[src/hw/rtl/lsps_pkg.sv]
// Shared types, register indexes and decode helpers for the line sensor PID steering unit.
// No dependencies; imported by line_sensor_pid_steering_unit.
`timescale 1ns / 1ps
`default_nettype none

package lsps_pkg;

  localparam int unsigned SensW   = 5;
  localparam int unsigned ErrW    = 4;
  localparam int unsigned SpeedW  = 9;
  localparam int unsigned GainW   = 16;
  localparam int unsigned BaseW   = 8;
  localparam int unsigned PwmW    = 6;
  localparam int unsigned JuncW   = 2;
  localparam int unsigned CfgIdxW = 3;
  localparam int unsigned CfgDatW = 16;

  // Configuration register indexes
  typedef enum logic [CfgIdxW-1:0] {
    REG_PROP_GAIN  = 3'd0,
    REG_INTEG_GAIN = 3'd1,
    REG_DERIV_GAIN = 3'd2,
    REG_BASE_SPEED = 3'd3,
    REG_PWM_GAIN   = 3'd4,
    REG_STOP_JUNC  = 3'd5
  } lsps_reg_t;

  typedef enum logic [JuncW-1:0] {
    JUNC_NONE  = 2'd0,
    JUNC_FRONT = 2'd1,
    JUNC_LEFT  = 2'd2,
    JUNC_RIGHT = 2'd3
  } lsps_junc_t;

  typedef struct packed {
    logic                   follow;  // recognised on-line pattern
    logic                   lost;    // all sensors off the line
    logic signed [ErrW-1:0] err;
  } lsps_dec_t;

  // Sensor pattern to position error; a 0 bit means the line is seen
  function automatic lsps_dec_t lsps_decode(input logic [SensW-1:0] s);
    lsps_dec_t d;
    d = '{follow: 1'b1, lost: 1'b0, err: 4'sd0};
    case (s)
      5'd15:   d.err = 4'sd4;
      5'd7:    d.err = 4'sd3;
      5'd23:   d.err = 4'sd2;
      5'd19:   d.err = 4'sd1;
      5'd27:   d.err = 4'sd0;
      5'd25:   d.err = -4'sd1;
      5'd29:   d.err = -4'sd2;
      5'd28:   d.err = -4'sd3;
      5'd30:   d.err = -4'sd4;
      5'd31:   d = '{follow: 1'b0, lost: 1'b1, err: 4'sd0};
      default: d = '{follow: 1'b0, lost: 1'b0, err: 4'sd0};
    endcase
    return d;
  endfunction

  // Front beats left beats right
  function automatic lsps_junc_t lsps_junction(input logic [SensW-1:0] s);
    lsps_junc_t j;
    if (!s[0] && !s[4])      j = JUNC_FRONT;
    else if (!s[0] && !s[1]) j = JUNC_LEFT;
    else if (!s[3] && !s[4]) j = JUNC_RIGHT;
    else                     j = JUNC_NONE;
    return j;
  endfunction

endpackage

`default_nettype wire

[src/hw/rtl/line_sensor_pid_steering_unit.sv]
// Line sensor PID steering unit: sensor decode, PID on one shared multiplier, speed clamp.
// Depends on lsps_pkg.
`timescale 1ns / 1ps
`default_nettype none

// Usage
//   Input channel (in_valid/in_ready/in_sensors): one five-bit sensor sample per
//   transaction. Output channel (out_valid/out_ready/out_*): one result per sample,
//   in order. Configuration: cfg_we writes cfg_wdata into the register picked by
//   cfg_index on that edge; unknown indexes are ignored. Write only while idle.
//   Timing: the sample is decoded in the accept cycle, then a sequencer runs the
//   single 33x17 multiplier four times (P, I, D terms, then the PWM scale) and a
//   shared truncate-and-clamp unit twice (left, right). An on-line sample passes
//   through all of these steps before its result step; a line-lost sample goes
//   straight to the result step. One sample is in work at a time, so a new
//   sample is taken only once the sequencer is back in its idle step.
//   The result sits in an output register; in_ready rises again as soon as
//   that register is loaded, so the next sample can be taken while the receiver
//   stalls. If the previous result is still unclaimed, the sequencer waits in
//   its final step until out_ready frees the register.
//   Reset (rst_n low, synchronous) restores the default gains and clears the
//   held error, integral, prior error, mode and last speeds; no output is valid.

module line_sensor_pid_steering_unit (
  input  wire logic                                 clk,
  input  wire logic                                 rst_n,
  // configuration
  input  wire logic                                 cfg_we,
  input  wire logic [lsps_pkg::CfgIdxW-1:0]         cfg_index,
  input  wire logic [lsps_pkg::CfgDatW-1:0]         cfg_wdata,
  // sensor samples
  input  wire logic                                 in_valid,
  output      logic                                 in_ready,
  input  wire logic [lsps_pkg::SensW-1:0]           in_sensors,
  // results
  output      logic                                 out_valid,
  input  wire logic                                 out_ready,
  output      logic signed [lsps_pkg::SpeedW-1:0]   out_left_speed,
  output      logic signed [lsps_pkg::SpeedW-1:0]   out_right_speed,
  output      logic signed [lsps_pkg::ErrW-1:0]     out_position_error,
  output      logic                                 out_line_lost,
  output      logic [lsps_pkg::JuncW-1:0]           out_junction_kind,
  output      logic                                 out_stop_reached
);

  import lsps_pkg::*;

  localparam int unsigned AccW  = 33;  // |P+I+D| < 2^31
  localparam int unsigned MulBW = 17;
  localparam int unsigned ProdW = AccW + MulBW;
  localparam int unsigned OffW  = 40;  // pid * pwm_gain < 2^37
  localparam int unsigned QW    = OffW + 1;

  // One-hot sequencer
  typedef enum logic [7:0] {
    ST_IDLE  = 8'b0000_0001,
    ST_MUL_P = 8'b0000_0010,  // acc = kp*e, integral update
    ST_MUL_I = 8'b0000_0100,  // acc += ki*sum
    ST_MUL_D = 8'b0000_1000,  // acc += kd*(e - prior)
    ST_MUL_G = 8'b0001_0000,  // off = acc * pwm_gain
    ST_SPD_L = 8'b0010_0000,
    ST_SPD_R = 8'b0100_0000,
    ST_DONE  = 8'b1000_0000
  } state_t;

  state_t state_r, state_nxt;

  // Configuration registers
  logic signed [GainW-1:0] prop_gain_r, integ_gain_r, deriv_gain_r;
  logic [BaseW-1:0]        base_speed_r;
  logic [PwmW-1:0]         pwm_gain_r;
  logic [JuncW-1:0]        stop_junc_r;

  // Controller state
  logic signed [ErrW-1:0]   held_error_r, prior_error_r;
  logic signed [GainW-1:0]  error_sum_r;
  logic                     lost_mode_r;
  logic signed [SpeedW-1:0] last_left_r, last_right_r;
  logic [JuncW-1:0]         junc_r;
  logic                     stop_r;

  // Datapath
  logic signed [AccW-1:0]  acc_r;
  logic signed [OffW-1:0]  off_r;
  logic                    out_valid_r;

  logic                    in_acc;
  lsps_dec_t               dec;
  lsps_junc_t              junc;
  logic                    lost_nxt;

  assign in_ready  = (state_r == ST_IDLE);
  assign in_acc    = in_valid && in_ready;
  assign out_valid = out_valid_r;

  assign dec  = lsps_decode(in_sensors);
  assign junc = lsps_junction(in_sensors);
  always_comb begin
    if (dec.follow)    lost_nxt = 1'b0;
    else if (dec.lost) lost_nxt = 1'b1;
    else               lost_nxt = lost_mode_r;
  end

  // ---- shared multiplier, operands picked by the sequencer ----
  logic signed [AccW-1:0]  mul_a;
  logic signed [MulBW-1:0] mul_b;
  logic signed [ProdW-1:0] prod;
  logic signed [ErrW:0]    d_err;

  assign d_err = {held_error_r[ErrW-1], held_error_r} - {prior_error_r[ErrW-1], prior_error_r};

  always_comb begin
    unique case (state_r)
      ST_MUL_P: begin
        mul_a = AccW'(prop_gain_r);
        mul_b = MulBW'(held_error_r);
      end
      ST_MUL_I: begin
        mul_a = AccW'(integ_gain_r);
        mul_b = MulBW'(error_sum_r);
      end
      ST_MUL_D: begin
        mul_a = AccW'(deriv_gain_r);
        mul_b = MulBW'(d_err);
      end
      ST_MUL_G: begin
        mul_a = acc_r;
        mul_b = {{(MulBW-PwmW){1'b0}}, pwm_gain_r};
      end
      default: begin
        mul_a = '0;
        mul_b = '0;
      end
    endcase
  end

  assign prod = mul_a * mul_b;

  // Saturating integral
  logic signed [GainW:0]   sum_wide;
  logic signed [GainW-1:0] sum_sat;

  assign sum_wide = {error_sum_r[GainW-1], error_sum_r} + (GainW+1)'(held_error_r);
  always_comb begin
    if (sum_wide[GainW] != sum_wide[GainW-1])
      sum_sat = sum_wide[GainW] ? {1'b1, {(GainW-1){1'b0}}} : {1'b0, {(GainW-1){1'b1}}};
    else
      sum_sat = sum_wide[GainW-1:0];
  end

  // ---- shared truncate-and-clamp unit, left then right ----
  logic signed [QW-1:0]      q;
  logic signed [QW-1:0]      base_q;
  logic signed [QW-8-1:0]    q_int;
  logic signed [QW-8-1:0]    base_ext;
  logic signed [SpeedW-1:0]  spd;

  assign base_q   = {{(QW-BaseW-8){1'b0}}, base_speed_r, 8'd0};
  assign q        = (state_r == ST_SPD_R) ? base_q - QW'(off_r) : base_q + QW'(off_r);
  // arithmetic shift rounds down; step back up for negative values with a fraction
  assign q_int    = q[QW-1:8] + (QW-8)'(q[QW-1] && (q[7:0] != 8'd0));
  assign base_ext = {{(QW-8-BaseW){1'b0}}, base_speed_r};

  always_comb begin
    if (q_int > base_ext)       spd = SpeedW'(base_ext);
    else if (q_int < -base_ext) spd = SpeedW'(-base_ext);
    else                        spd = q_int[SpeedW-1:0];
  end

  // ---- sequencer ----
  always_comb begin
    state_nxt = state_r;
    unique case (state_r)
      ST_IDLE:  if (in_acc) state_nxt = lost_nxt ? ST_DONE : ST_MUL_P;
      ST_MUL_P: state_nxt = ST_MUL_I;
      ST_MUL_I: state_nxt = ST_MUL_D;
      ST_MUL_D: state_nxt = ST_MUL_G;
      ST_MUL_G: state_nxt = ST_SPD_L;
      ST_SPD_L: state_nxt = ST_SPD_R;
      ST_SPD_R: state_nxt = ST_DONE;
      ST_DONE:  if (!out_valid_r || out_ready) state_nxt = ST_IDLE;
      default:  state_nxt = ST_IDLE;
    endcase
  end

  logic load_out;
  assign load_out = (state_r == ST_DONE) && (!out_valid_r || out_ready);

  always_ff @(posedge clk) begin
    if (!rst_n) begin
      state_r       <= ST_IDLE;
      out_valid_r   <= 1'b0;
      prop_gain_r   <= 16'sd1536;
      integ_gain_r  <= '0;
      deriv_gain_r  <= '0;
      base_speed_r  <= 8'd150;
      pwm_gain_r    <= 6'd10;
      stop_junc_r   <= JUNC_NONE;
      held_error_r  <= '0;
      prior_error_r <= '0;
      error_sum_r   <= '0;
      lost_mode_r   <= 1'b0;
      last_left_r   <= '0;
      last_right_r  <= '0;
      junc_r        <= JUNC_NONE;
      stop_r        <= 1'b0;
    end else begin
      state_r <= state_nxt;

      if (cfg_we) begin
        unique case (cfg_index)
          REG_PROP_GAIN:  prop_gain_r  <= cfg_wdata;
          REG_INTEG_GAIN: integ_gain_r <= cfg_wdata;
          REG_DERIV_GAIN: deriv_gain_r <= cfg_wdata;
          REG_BASE_SPEED: base_speed_r <= cfg_wdata[BaseW-1:0];
          REG_PWM_GAIN:   pwm_gain_r   <= cfg_wdata[PwmW-1:0];
          REG_STOP_JUNC:  stop_junc_r  <= cfg_wdata[JuncW-1:0];
          default: ;
        endcase
      end

      if (in_acc) begin
        lost_mode_r <= lost_nxt;
        if (dec.follow)    held_error_r <= dec.err;
        else if (dec.lost) held_error_r <= '0;
        junc_r <= junc;
        stop_r <= (junc != JUNC_NONE) && (junc == stop_junc_r);
      end

      if (state_r == ST_MUL_P) error_sum_r   <= sum_sat;
      if (state_r == ST_MUL_D) prior_error_r <= held_error_r;
      if (state_r == ST_SPD_L) last_left_r   <= spd;
      if (state_r == ST_SPD_R) last_right_r  <= spd;

      if (load_out)       out_valid_r <= 1'b1;
      else if (out_ready) out_valid_r <= 1'b0;
    end
  end

  // Datapath and result registers, no reset
  always_ff @(posedge clk) begin
    unique case (state_r) inside
      ST_MUL_P:                   acc_r <= prod[AccW-1:0];
      ST_MUL_I, ST_MUL_D:         acc_r <= acc_r + prod[AccW-1:0];
      default: ;
    endcase
    if (state_r == ST_MUL_G) off_r <= prod[OffW-1:0];
    if (load_out) begin
      out_left_speed     <= stop_r ? '0 : last_left_r;
      out_right_speed    <= stop_r ? '0 : last_right_r;
      out_position_error <= held_error_r;
      out_line_lost      <= lost_mode_r;
      out_junction_kind  <= junc_r;
      out_stop_reached   <= stop_r;
    end
  end

  // ---- checks ----
  a_stop_zero: assert property (@(posedge clk) disable iff (!rst_n)
    out_valid && out_stop_reached |-> out_left_speed == '0 && out_right_speed == '0)
    else $error("stop reported with nonzero speed");

  a_err_range: assert property (@(posedge clk) disable iff (!rst_n)
    out_valid |-> out_position_error >= -4'sd4 && out_position_error <= 4'sd4)
    else $error("position error out of range");

  a_busy_after_accept: assert property (@(posedge clk) disable iff (!rst_n)
    in_valid && in_ready |=> !in_ready)
    else $error("sample accepted while previous one still in work");

  a_lost_zero_err: assert property (@(posedge clk) disable iff (!rst_n)
    out_valid && out_line_lost |-> out_position_error == '0)
    else $error("line lost with nonzero error");

endmodule

`default_nettype wire
[config.mk]
export PLATFORM = sky130hd
export DESIGN_NAME = line_sensor_pid_steering_unit
export DESIGN_NICKNAME = d
export VERILOG_FILES = /design/src/hw/rtl/lsps_pkg.sv /design/src/hw/rtl/line_sensor_pid_steering_unit.sv
export SDC_FILE = /design/constraint.sdc
export NUM_CORES = 2
export LEC_CHECK = 0
export BUFFER_PORTS_ARGS = -buffer_cell sky130_fd_sc_hd__clkbuf_2
export CAP_MARGIN = 20
export CORE_MARGIN = 2
export CORE_UTILIZATION = 53
export CTS_CLUSTER_DIAMETER = 60
export DETAILED_ROUTE_END_ITERATION = 8
export PLACE_DENSITY = 0.69
export SETUP_SLACK_MARGIN = 0.2
export SYNTH_ARGS = -nofsm -noshare
export SYNTH_HDL_FRONTEND = slang
export SYNTH_SLANG_ARGS = --single-unit
[constraint.sdc]
create_clock -name clk -period 21.4 [get_ports clk]
set_input_delay 2.14 -clock clk [delete_from_list [all_inputs] [get_ports clk]]
set_output_delay 2.14 -clock clk [all_outputs]
set_load 0.02 [all_outputs]
==> summary.md <==
| Metric | Value |
|---|---|
| Max IR drop VDD | around 0.062 mV |
| Root Buffer | clkbuf_16 |
| Setup TNS | 0 ns |
| Final GP Congestion | 0.9789 |
| Max-cap violations | 0 |
| Global-route wire length before repair | 142.8 mm |
| Post-synthesis xor/xnor area fraction | about 4.4% |
| Post-synth EDFFs | between 90 and 100 |
| # resized after CTS | 0 |
| Die ar. | 0.06107 mm^2 |
| Std-Cell Rows | 89 |
| Ys async rst share | 0% |
| Pre-CTS WS | 9.735 ns |
| I/O Pins | between 50 and 60 |
| Max-slew headroom | approximately 25% |
| Total Wirelength | 90.50 mm |
| # DRC | 0 |
| Post-DR vias/cell | between 5 and 6 |
| Cell mode on critical path | inv_1 |
| CTS Sinks | 218 |
| Simple-Gate Fraction of Synth Area | between 10% and 20% |
| Post-synthesis sequential area ratio | 17.09% |
| Ys flop type | dfxtp_1 |
| Pin count of the biggest net entering global routing | 121 |
| GR Layer Usage met3 | about 4.5% |
| Drt wl/cell | roughly 20 um |
| Crit end category | flip-flop |
| Final HPWL DP | 72.09 mm |
| Post-synthesis adder-cell area fraction | 37.13% |
| DRT Pass-1 Iters | 6 |
| H-Tree Depth | 1 |
| Worst Hold Class | reg -> reg |
| Clock latency on the worst-skew pair | 0.53 ns |
| Pleak | about 0.015 uW |
| CTS buffer count | 25 |
| Slowest CP cell | nor4_1 |
| Post-synthesis compound-gate area fraction | between 10% and 20% |
| Critical Path Max Stage Delay | roughly 0.60 ns |
| Setup slack after layout | 9.884 ns |
| Synth area leader | fa_1 |
| Startpoint types | flip-flop |
| Starting density of the core | 53.38% |
| Via count | 25570 |
| Grt ovf | 0 |
| Vias in the first global route | 25430 |
| Fill count | 5331 |
| Multi-input logic area | 0.02319 mm^2 |
| Core Area | between 0.05 and 0.06 mm^2 |
| IO Port Bufs | 56 |
| Drt first-iter violations | 1836 |
| Die Wd | 247.1 um |
| Reg area | 0.005355 mm^2 |
| WP data required | about 22 ns |
| Avg Cell Area, Syn | 8.609 um^2 |
| F_max | 86.84 MHz |
| Share of cells above drive strength 1 | 6.332% |
| Yosys reg bits | 218 |
| Final Critical Period | between 10 and 15 ns |
| GR Util met1 | 38.81% |
| # setup viols final | 0 |
| Least-Margin Pin Slew | between 1 and 1.5 ns |
| Final Max Tran Viols | 0 |
| Top post-synthesis cells by area | fa_1, edfxtp_1, ha_1 |
| CTS Hold Buffers Added | 0 |
| RSZ-0062 raised after global routing | false |
| Met2 Use GR | 50.88% |
| Mapped Cells | 3639 |
| Run status | completed |
| Hold Vio Cnt, Final | 0 |
| Largest family of logic cells by synthesized area | adder cells |
| Final Cycle Share | 53.81% |
| Post-Syn Nets | 4328 |
| Chip height | about 250 um |
| Highest fanout seen on the critical path | 54 |
| Netlist Area Pre-Place | 0.03133 mm^2 |
| Total GRT Usage | a little over 30% |
| CTS tree | done |
| DRT antenna net count | 0 |
| Clock transition at path regs | 0.06 ns |
| Synth warnings | 0 |
| Synth cell types | 100 |
| Clock Skew | slightly below 0.008 ns |
| Nets | 4319 |
| Multiplexer share of the synthesized area | 0.7428% |
| PwrDens | approximately 29 mW/mm^2 |
| Setup bufs post-CTS | 0 |
| Maximum clock path buffer count | 3 |
| Critical Path AT | 11.77 ns |
| Initial antenna violation count | 1 |
| CP Class | reg -> reg |
| Area grow syn2layout | 6.258% |
| Post-synth top area share | 28.12% |
| Delay-heaviest family, CP | compound AO/OA/AOI/OAI gates |
| Most used routing layer | met2 |
| CP bufs+invs | 7 |
## cells in the mapped netlist (12+ instances only)
library cell  number
a211oi_1          28
a21boi_0          66
a21o_1            51
a21oi_1          144
a221oi_1          13
a31oi_1           12
and2_1            26
and3_1            27
and4_1            16
clkbuf_1         136
dfxtp_1          119
edfxtp_1          99
fa_1             440
ha_1             220
inv_1            609
mux2i_1           21
nand2_1          437
nand2b_1          44
nand3_1           54
nand4_1           38
nor2_1           373
nor2b_1           50
nor3_1            34
o211ai_1          22
o21a_1            33
o21ai_0           92
o31ai_1           12
or2_2             31
or3_1             17
xnor2_1          115
xor2_1            41
## stage by stage
step | cell area, um^2 | std cells | util (%) | power, uW | hold slack, ns
after global routing | 33290 | 4421 | 56.72 | 991.4 | 0.4451
after CTS | 33270 | 4419 | 56.69 | 961.2 | 0.4330
final | 33290 | 4422 | 56.73 | 960.6 | 0.4343
after global placement | 32500 | 4374 | 55.37 | 555.9 | 0.4257
after detailed placement | 32500 | 4374 | 55.37 | 556.1 | 0.4185
after floorplan | 31330 | 3639 | - | 525.2 | 0.4076
## registers in the layout, indices dropped and copies added, names as in the netlist, 4 cells and up
signal / flops
last_left_r: 9
state_r: 8
out_left_speed: 9
held_error_r: 4
integ_gain_r: 16
off_r: 40
prior_error_r: 4
error_sum_r: 16
base_speed_r: 8
last_right_r: 9
deriv_gain_r: 16
prop_gain_r: 16
pwm_gain_r: 6
out_right_speed: 9
out_position_error: 4
acc_r: 33
## cells in the final DEF (no fill, tap or decap), types with 26 or more instances in the layout
cell and n:
nand4_1 38, ha_1 220, dfxtp_1 119, a21boi_0 66
and2_1 26, fa_1 440, o21ai_0 91, buf_4 57
nor2_1 371, inv_1 609, xor2_1 41, nor2b_1 49
clkbuf_2 55, a211oi_1 28, a21o_1 51, nand2_1 437
clkbuf_16 26, nand3_1 54, and3_1 27, edfxtp_1 99
nor3_1 34, nand2b_1 44, a21oi_1 139, o21a_1 33
xnor2_1 115, or2_2 31
## final cells by class
| class | count | share of cell area (%) |
|---|---|---|
| Clock buffer | 39 | 2.191 |
| Clock inverter | 6 | 0.1240 |
| Antenna cell | 1 | 0.007517 |
| Timing Repair Buffer | 113 | 2.150 |
| Multi-Input combinational cell | 2662 | 69.66 |
| Inverter | 610 | 6.878 |
| Sequential cell | 218 | 16.09 |
| Tap cell | 773 | 2.905 |
## worst register-to-register path: cells and delay by family (launching register included)
family	cells	cell delay, ns
AOI/OAI and AO/OA	12	3.69
xor gates and xnor gates	3	0.59
adders and majority gates	8	3.43
buffers and inverters	7	1.11
DFF	1	0.39
and+or+nand+nor	8	2.07
## report_power, final
group	switching (uW)	total (uW)	internal [uW]
clock network	176	411	235
logic	60.7	97.7	37.0
registers	10.9	452	441
total	247	961	713
## path summary, 6_finish.rpt
check                           startpoint              endpoint  slack (ns)  depth (start not counted)
worst max register to register  state_r[3]             acc_r[32]        9.88                         38
worst min register to register   junc_r[0]  out_junction_kind[0]        0.43                          0
worst min-delay path             junc_r[0]  out_junction_kind[0]        0.43                          0
worst max-delay path            state_r[3]             acc_r[32]        9.88                         38
## per-layer routing
layer  wire length [um]  vias to the layer above
met3               6594                      246
met5                 12                        -
met4               4506                        2
met2              43070                      950
li1                   -                    11820
met1              36320                    12560
## logic make-up (layout without fill, tap and decap cells)
kind of cell | after synthesis | count (layout)
flip-flops | 218 | 218
AND/OR/NAND/NOR | 1215 | 1215
buffers and inverters | 759 | 768
multiplexers | 23 | 23
AO/OA/AOI/OAI | 601 | 601
other | 0 | 1
XOR/XNOR | 156 | 156
adder cells (fa/ha/maj) | 667 | 667
(Power assumes the default switching activity.)
